===== config.mk =====
export PLATFORM = sky130hd
export DESIGN_NAME = kvt_seq
export DESIGN_NICKNAME = d
export VERILOG_FILES = /design/src/sv/kvt_pkg.sv /design/src/sv/kvt_seq.sv
export SDC_FILE = /design/constraint.sdc
export NUM_CORES = 1
export LEC_CHECK = 0
export CORE_AREA = 3 3 344 346
export DETAILED_ROUTE_END_ITERATION = 10
export DIE_AREA = 0 0 347 349
export DONT_BUFFER_PORTS = 1
export PLACE_DENSITY_LB_ADDON = 0.25
export SETUP_SLACK_MARGIN = 0.02
export SLEW_MARGIN = 20
export SYNTH_ARGS = -nofsm -noshare
export SYNTH_HDL_FRONTEND = slang
export SYNTH_SLANG_ARGS = --single-unit

===== constraint.sdc =====
create_clock -name clk_i -period 27 [get_ports clk_i]
set_input_delay 4.05 -clock clk_i [delete_from_list [all_inputs] [get_ports clk_i]]
set_output_delay 4.05 -clock clk_i [all_outputs]
set_load 0.01 [all_outputs]

===== src/sv/kvt_pkg.sv =====
`timescale 1ns / 1ps
`default_nettype none

package kvt_pkg;

  // Widest key and value the ports carry, in bytes
  localparam int unsigned KEY_MAX_BYTES = 20;
  localparam int unsigned VAL_MAX_BYTES = 11;
  localparam int unsigned STR_W         = 8 * KEY_MAX_BYTES;
  localparam int unsigned VAL_PORT_W    = 8 * VAL_MAX_BYTES;
  localparam int unsigned POS_W         = 8;

  typedef enum logic [2:0] {
    KIND_SEARCH = 3'd0,
    KIND_APPEND = 3'd1,
    KIND_DELETE = 3'd2,
    KIND_UPDATE = 3'd3,
    KIND_CLEAR  = 3'd4
  } kind_e;

  typedef enum logic [1:0] {
    ST_DONE      = 2'd0,
    ST_NOT_FOUND = 2'd1,
    ST_FULL      = 2'd2
  } status_e;

  // C-string cleanup: the first zero byte, all bytes after it and all bytes
  // at or beyond nbytes read as zero.
  function automatic logic [STR_W-1:0] canon_str(input logic [STR_W-1:0] raw,
                                                 input int unsigned nbytes);
    logic [STR_W-1:0] res;
    logic             live;
    res  = '0;
    live = 1'b1;
    for (int b = 0; b < int'(KEY_MAX_BYTES); b++) begin
      live = live && (b < int'(nbytes)) && (raw[b*8 +: 8] != 8'h00);
      if (live) begin
        res[b*8 +: 8] = raw[b*8 +: 8];
      end
    end
    return res;
  endfunction

endpackage

`default_nettype wire


===== src/sv/kvt_seq.sv =====
`timescale 1ns / 1ps
`default_nettype none

// Operation sequencer: append, clear, scan, update in place, shift-down after delete.
module kvt_seq
  import kvt_pkg::*;
#(
  parameter int unsigned ENTRIES = 128,
  parameter int unsigned KW      = 160,
  parameter int unsigned VW      = 88,
  localparam int unsigned AW     = $clog2(ENTRIES),
  localparam int unsigned CW     = $clog2(ENTRIES + 1)
) (
  input  wire logic               clk_i,
  input  wire logic               rst_ni,
  input  wire logic               start_i,
  input  wire logic [2:0]         kind_i,
  input  wire logic [KW-1:0]      key_i,
  input  wire logic [VW-1:0]      val_i,
  output logic                    busy_o,
  output logic                    done_o,
  output status_e                 status_o,
  output logic [POS_W-1:0]        pos_o,
  output logic [VW-1:0]           fval_o,
  output logic [CW-1:0]           cnt_o,
  output logic                    we_o,
  output logic [AW-1:0]           waddr_o,
  output logic [KW+VW-1:0]        wdata_o,
  output logic [AW-1:0]           raddr_o,
  input  wire logic [KW+VW-1:0]   rdata_i
);

  typedef enum logic [1:0] {
    S_IDLE,
    S_SCAN,
    S_SHIFT
  } state_e;

  state_e           state_q, state_d;
  logic [CW-1:0]    cnt_q, cnt_d;
  logic [AW-1:0]    cmp_q, cmp_d;
  logic             done_q, done_d;
  status_e          status_q, status_d;
  logic [POS_W-1:0] pos_q, pos_d;
  logic [VW-1:0]    fval_q, fval_d;

  kind_e            kind_q;
  logic [KW-1:0]    key_q;
  logic [VW-1:0]    val_q;

  logic [CW-1:0]    cmp_ext;
  logic [CW-1:0]    pos_hit;
  logic             key_hit;
  kind_e            kind_in;

  assign kind_in = kind_e'(kind_i);
  assign cmp_ext = CW'(cmp_q);
  assign pos_hit = cmp_ext + CW'(1);
  assign key_hit = (rdata_i[KW+VW-1:VW] == key_q);

  always_comb begin
    state_d  = state_q;
    cnt_d    = cnt_q;
    cmp_d    = cmp_q;
    done_d   = 1'b0;
    status_d = status_q;
    pos_d    = pos_q;
    fval_d   = fval_q;
    we_o     = 1'b0;
    waddr_o  = cmp_q;
    wdata_o  = {key_q, val_q};
    raddr_o  = '0;

    unique case (state_q)
      S_IDLE: begin
        if (start_i) begin
          done_d   = 1'b1;
          status_d = ST_DONE;
          pos_d    = '0;
          fval_d   = '0;
          cmp_d    = '0;
          unique case (kind_in)
            KIND_SEARCH, KIND_DELETE, KIND_UPDATE: begin
              if (cnt_q == '0) begin
                status_d = ST_NOT_FOUND;
              end else begin
                done_d  = 1'b0;
                state_d = S_SCAN;
              end
            end
            KIND_APPEND: begin
              if (cnt_q >= CW'(ENTRIES)) begin
                status_d = ST_FULL;
              end else begin
                we_o    = 1'b1;
                waddr_o = cnt_q[AW-1:0];
                wdata_o = {key_i, val_i};
                cnt_d   = cnt_q + CW'(1);
                pos_d   = POS_W'(cnt_q + CW'(1));
              end
            end
            KIND_CLEAR: begin
              cnt_d = '0;
            end
            default: begin
            end
          endcase
        end
      end

      S_SCAN: begin
        raddr_o = cmp_q + AW'(1);
        if (key_hit) begin
          done_d   = 1'b1;
          status_d = ST_DONE;
          pos_d    = POS_W'(pos_hit);
          fval_d   = rdata_i[VW-1:0];
          state_d  = S_IDLE;
          if (kind_q == KIND_UPDATE) begin
            we_o    = 1'b1;
            wdata_o = {key_q, val_q};
            fval_d  = val_q;
          end else if (kind_q == KIND_DELETE) begin
            cnt_d = cnt_q - CW'(1);
            // later records present: move them down one place
            if (pos_hit < cnt_q) begin
              state_d = S_SHIFT;
            end
          end
        end else if (pos_hit == cnt_q) begin
          done_d   = 1'b1;
          status_d = ST_NOT_FOUND;
          pos_d    = '0;
          fval_d   = '0;
          state_d  = S_IDLE;
        end else begin
          cmp_d = cmp_q + AW'(1);
        end
      end

      S_SHIFT: begin
        // rdata holds record cmp+1; next read fetches cmp+2
        raddr_o = cmp_q + AW'(2);
        we_o    = 1'b1;
        wdata_o = rdata_i;
        if (pos_hit < cnt_q) begin
          cmp_d = cmp_q + AW'(1);
        end else begin
          state_d = S_IDLE;
        end
      end

      default: begin
        state_d = S_IDLE;
      end
    endcase
  end

  always_ff @(posedge clk_i or negedge rst_ni) begin
    if (!rst_ni) begin
      state_q  <= S_IDLE;
      cnt_q    <= '0;
      cmp_q    <= '0;
      done_q   <= 1'b0;
      status_q <= ST_DONE;
      pos_q    <= '0;
      fval_q   <= '0;
    end else begin
      state_q  <= state_d;
      cnt_q    <= cnt_d;
      cmp_q    <= cmp_d;
      done_q   <= done_d;
      status_q <= status_d;
      pos_q    <= pos_d;
      fval_q   <= fval_d;
    end
  end

  always_ff @(posedge clk_i) begin
    if (state_q == S_IDLE && start_i) begin
      kind_q <= kind_in;
      key_q  <= key_i;
      val_q  <= val_i;
    end
  end

  assign busy_o   = (state_q != S_IDLE);
  assign done_o   = done_q;
  assign status_o = status_q;
  assign pos_o    = pos_q;
  assign fval_o   = fval_q;
  assign cnt_o    = cnt_q;

`ifndef SYNTHESIS
  a_cnt_bound: assert property (@(posedge clk_i) disable iff (!rst_ni)
    cnt_q <= CW'(ENTRIES))
    else $error("record count above capacity");

  a_ptr_in_range: assert property (@(posedge clk_i) disable iff (!rst_ni)
    (state_q != S_IDLE) |-> (cmp_ext < cnt_q))
    else $error("scan/shift pointer beyond held records");

  a_empty_miss: assert property (@(posedge clk_i) disable iff (!rst_ni)
    (state_q == S_IDLE && start_i && kind_in == KIND_SEARCH && cnt_q == '0)
    |=> (done_q && status_q == ST_NOT_FOUND))
    else $error("search on empty table not reported as miss");

  a_append_count: assert property (@(posedge clk_i) disable iff (!rst_ni)
    (state_q == S_IDLE && start_i && kind_in == KIND_APPEND && cnt_q < CW'(ENTRIES))
    |=> (cnt_q == $past(cnt_q) + CW'(1)))
    else $error("append did not grow the count by one");
`endif

endmodule

`default_nettype wire


# [Yosys cells after proc, flatten, opt, wreduce, memory -nomap -nowiden]
# Cells that the tools add are included.
[classes] shifts=0 n_reduce_logical=12 multipliers=0 div=0 n_mux=61 order_cmp=2 n_addsub=5 bitwise=0 eq_ne=23
[op_table] cell="two-way mux 248 bit" n=3
[op_table] cell="case mux 248 bit (2 select lines)" n=1
[op_table] cell="two-way mux 88 bit" n=4
[op_table] cell="case mux 88 bit (2 select lines)" n=1
[op_table] cell="== test 160 bit" n=1
[op_table] cell="two-way mux 8 bit" n=10
[op_table] cell="two-way mux 7 bit" n=8
[op_table] cell="case mux 8 bit (2 select lines)" n=3
[op_table] cell="two-way mux 2 bit" n=13
[op_table] cell="case mux 7 bit (3 select lines)" n=1
[op_table] cell="inequality test 2 bit (second input constant)" n=9
[op_table] cell="case mux 7 bit (2 select lines)" n=1
[op_table] cell="== test 3 x 2 -> 1 bit (second input constant)" n=4
[op_table] cell="two-way mux 1 bit" n=11
[op_table] cell="AND reduction 5 bit" n=2
[op_table] cell="adder 7 x 1 -> 8 bit (second input constant)" n=1
[op_table] cell="adder 8 x 1 -> 8 bit (second input constant)" n=1
[op_table] cell="== test 8 bit" n=1
[op_table] cell=">= comparator 8 bit (second input constant)" n=1
[op_table] cell="logical NOT 8 bit" n=1
[op_table] cell="less-than comparator 8 bit" n=1
[op_table] cell="case mux 2 bit (2 select lines)" n=2
[op_table] cell="subtractor 8 x 1 -> 8 bit (second input constant)" n=1
[op_table] cell="adder 7 x 1 -> 7 bit (second input constant)" n=1
[op_table] cell="other kinds (19)" n=21
[totals] ramBits=0 in_bits=502 output_inout_bits=371 mem_bits_ro=0 memories=0 regBits=367 elab_cells=113 latchBits=0

# [Longest topological paths before layout]
[logic_depth] word_depth=7 depth_mapped=13 depth_no_buf=12

# [Worst setup path after synthesis]
# OpenSTA, ideal clock, no wires.
[synth_path] path_kind="input port to output port" start="in start_i" end="out wdata_o[100]" t_arrival_ps=11305 stages=7 t_required_ps=22950 path_buffers=3 setup_slack_ps=11645 cell_sequence="and2_1 nor3b_1 clkbuf_1 clkbuf_1 clkbuf_1 a222oi_1 inv_1"
[synth_between] elab_chain_len=2
[synth_lines] element="from (decl)" line="kvt_seq.sv:16" rtl="input wire logic start_i,"
[synth_lines] element="two-way mux 248 bit" line="kvt_seq.sv:76" rtl="if (start_i) begin"
[synth_lines] element="case mux 248 bit (2 select lines)" line="kvt_seq.sv:74" rtl="unique case (state_q)"
[synth_lines] element="to (decl)" line="kvt_seq.sv:28" rtl="output logic [KW+VW-1:0] wdata_o,"
# No other way between the ends.

# [Worst setup path after layout]
[layout_path] start="in start_i" end="out wdata_o[218]"
# Same word-level chain as after synthesis.

==> results.toml <==
[place]
dpl-instance-area_um2 = 21800
place_ws_ps = 15550
hpwl_mm = 83.9
port_buffers = 0
place_congestion = 0.932

[synthesis]
yosys_warnings = 0
synth.area.top_cells = "edfxtp_1 (37%), dfrtp_1 (14%), a222oi_1 (12%)"
netlist_instances = 1720
synth_top_area_share_pct = 37.5
synth_largest_area_cell = "edfxtp_1"
synth_seq_cells = 367
ys_types = 64
syn_avg_cell_area_um2 = 11.7
ys.flop_type = "edfxtp_1"
synth_edf_count = 251
syn-num-nets = 2239
syn_area_um2 = 20100
ys_async_sr_fraction_pct = 31.6
synth-seq-area-share_pct = 51.9

[clock_network]
ctsResizeCount = 0
cts_buffer_depth = 3
cts_tree = "yes"
cts_root_buf = "clkbuf_16"
numCtsBuffers = 50
cts-hold-fix-buffers = 0
post_cts_buffers = 0
htree_num_levels = 2
clkSinkCount = 367
clk_pin_slew_ps = 60
clock_latency_ps = 640

[grt]
grt_usage_pct = 16.4
grt_first_pass_wirelength_mm = 140
grt_pass1_vias = 16100
antenna_found_initial = 12
grt_start_max_net_pins = 140
grt_overflow = 0

[floorplanning]
row_count = 125
core_area_um2 = 116000
start_util_pct = 17.4
ios = 873
dieWidth_um = 347
dieArea_um2 = 121000
die_y_um = 349

[status]
violations = "DRC"
status = "complete, but fails checks"

[critical_path]
path_buf_inv = 5
critPathSlowestCell = "buf_4"
r2r_start = "key_q[90]"
critPathMaxFanout = 139
crit_chain = "and2_4 -> nor3b_2 -> buf_12 -> a21oi_4 -> buf_4 -> buf_4 -> buf_4 -> a222oi_1 -> inv_1"
startpoint = "start_i"
max_stage_delay_ps = 570
cp.required_ps = 22950
crit_family = "buffers and inverters"
end_kind = "primary output"
cp_data_arrival_time_ps = 7530
path_class = "primary input to primary output"
worst_path_most_repeated_cell = "buf_4"
critPathLaunchType = "primary input"

[hold_path]
hold_class = "flip-flop to flip-flop"
hold_start = "fval_o[62]"

[route]
post-route-drc-count = 11
wl_per_cell_um = 32.4
drt-initial-drc-count = 2687
via_per_inst = 4.89
wl_mm = 105
ant_nets = 0
first_pass_iters = 11
vias = 15900

[finish]
design_area_um2 = 23500
layout_commonest_cell = "inv_1"
layout.nets = 2193
final_cell_mix = "inv_1 (277), edfxtp_1 (251), a222oi_1 (248)"
utilization_pct = 20.3
fillers = 12600
drive_above_1_share_pct = 13.4
area_growth_pct = 16.9

[sta]
fin_crit_sh_pct = 42.9
timing.setup.tns_ps = 0
relSlewSlack_pct = 26.8
rsz0062_at_grt = "false"
finalHoldViolCount = 0
max_freq_ghz = 0.0864
fin_ws_ps = 15420
fin_crit_ps = 11580
setup_viol = 0
report.final.slew_viol_count = 0
tightest_slew_ps = 1100
skew_ps = 27.8

[pwr]
leakage_nw = 10.0
power_w = 0.00132
powerDensity_nw_per_um2 = 56.1
ir_worst_vdd_uv = 45.7

[job]
cap_violations = 0
## metrics by stage
stage                     hold WS (ps)  std cells
after global placement             569       3145
final                              582       3249
after global routing               603       3237
after detailed placement           570       3146
after CTS                          587       3237
after floorplan                    526       1720
## Yosys cell counts, types with 3 or more instances
cell type  number
inv_1         277
edfxtp_1      251
a222oi_1      248
xnor2_1       162
dfrtp_1       116
nor2_1        112
clkbuf_1      102
mux2i_1        98
mux2_2         78
nand4_1        45
nand2_1        24
mux2_4         21
ha_1           17
o21ai_0        15
a21oi_1        12
buf_1          12
nor4_1         11
nand3_1         9
nor3_1          9
buf_2           7
nand2b_1        7
a22oi_1         6
o22ai_1         5
a22o_2          4
buf_6           4
o21bai_1        4
a22o_1          3
and3_1          3
and4_1          3
nor4_2          3
xor2_1          3
## cell families (layout without fill, tap and decap cells)
group	after synthesis	in the layout	share of synthesized area [%]
fa+ha+maj	17	17	1.06
mux	197	197	10.8
flops	367	367	51.9
compound gates	327	327	15.1
simple gates	243	243	6.07
buf+inv	404	397	7.83
xor+xnor	165	165	7.18
other cells	0	12	0
## path summary, 6_finish.rpt
check / slack [ps] / end / depth (start not counted)
setup / recovery: 15420 / wdata_o[218] / 9
min in group asynchronous: 3100 / fval_o[43] / 0
max in group asynchronous: 23510 / pos_o[3] / 0
hold reg to reg: 580 / fval_o[62] / 1
setup reg to reg: 21600 / fval_o[68] / 9
hold / removal: 580 / fval_o[62] / 1
## worst register-to-register path, cell delays in order, from the launching register on
cell and delay [ps]:
edfxtp_1 410, xnor2_1 380, nand4_1 480, nor4_1 870
nand4_1 730, nor3_4 730, o21ai_4 360, buf_4 390
buf_4 420, mux2_4 530
## flip-flops by register name, indices dropped and copies added (netlist names)
signal	flops
cmp_q	7
cnt_o	8
done_o	1
fval_o	88
key_q	160
kind_q	3
pos_o	8
state_q	2
status_o	2
val_q	88
## metal layers
metal / wire length (um) / vias to the layer above / global-route usage [%] / share of wire [%]
met4: 4250 / 8 / 6.63 / 4.0
met1: 38000 / 8167 / 17.8 / 36
met3: 12000 / 175 / 7.48 / 11
met5: 65 / - / 0 / 0.062
li1: - / 6520 / - / -
met2: 51100 / 1010 / 27.7 / 48
## layout make-up
type / instances / area (um2) / share of cell area [%]
Sequential cell: 367 / 10400 / 44.4
Timing Repair Buffer: 29 / 228 / 0.968
Tap cell: 1524 / 1910 / 8.11
Multi-Input combinational cell: 949 / 8180 / 34.8
Antenna cell: 12 / 30.0 / 0.128
Clock buffer: 61 / 1340 / 5.71
Inverter: 277 / 1040 / 4.42
Clock inverter: 30 / 350 / 1.49
## power by group
| part | internal (W) | switching (W) | total, W |
|---|---|---|---|
| sequential | 0.000603 | 0 | 0.000603 |
| combinational | 0.0000118 | 0.0000161 | 0.0000279 |
| clock | 0.000405 | 0.000285 | 0.000690 |
Note: power is estimated with default switching activity, not from simulation.
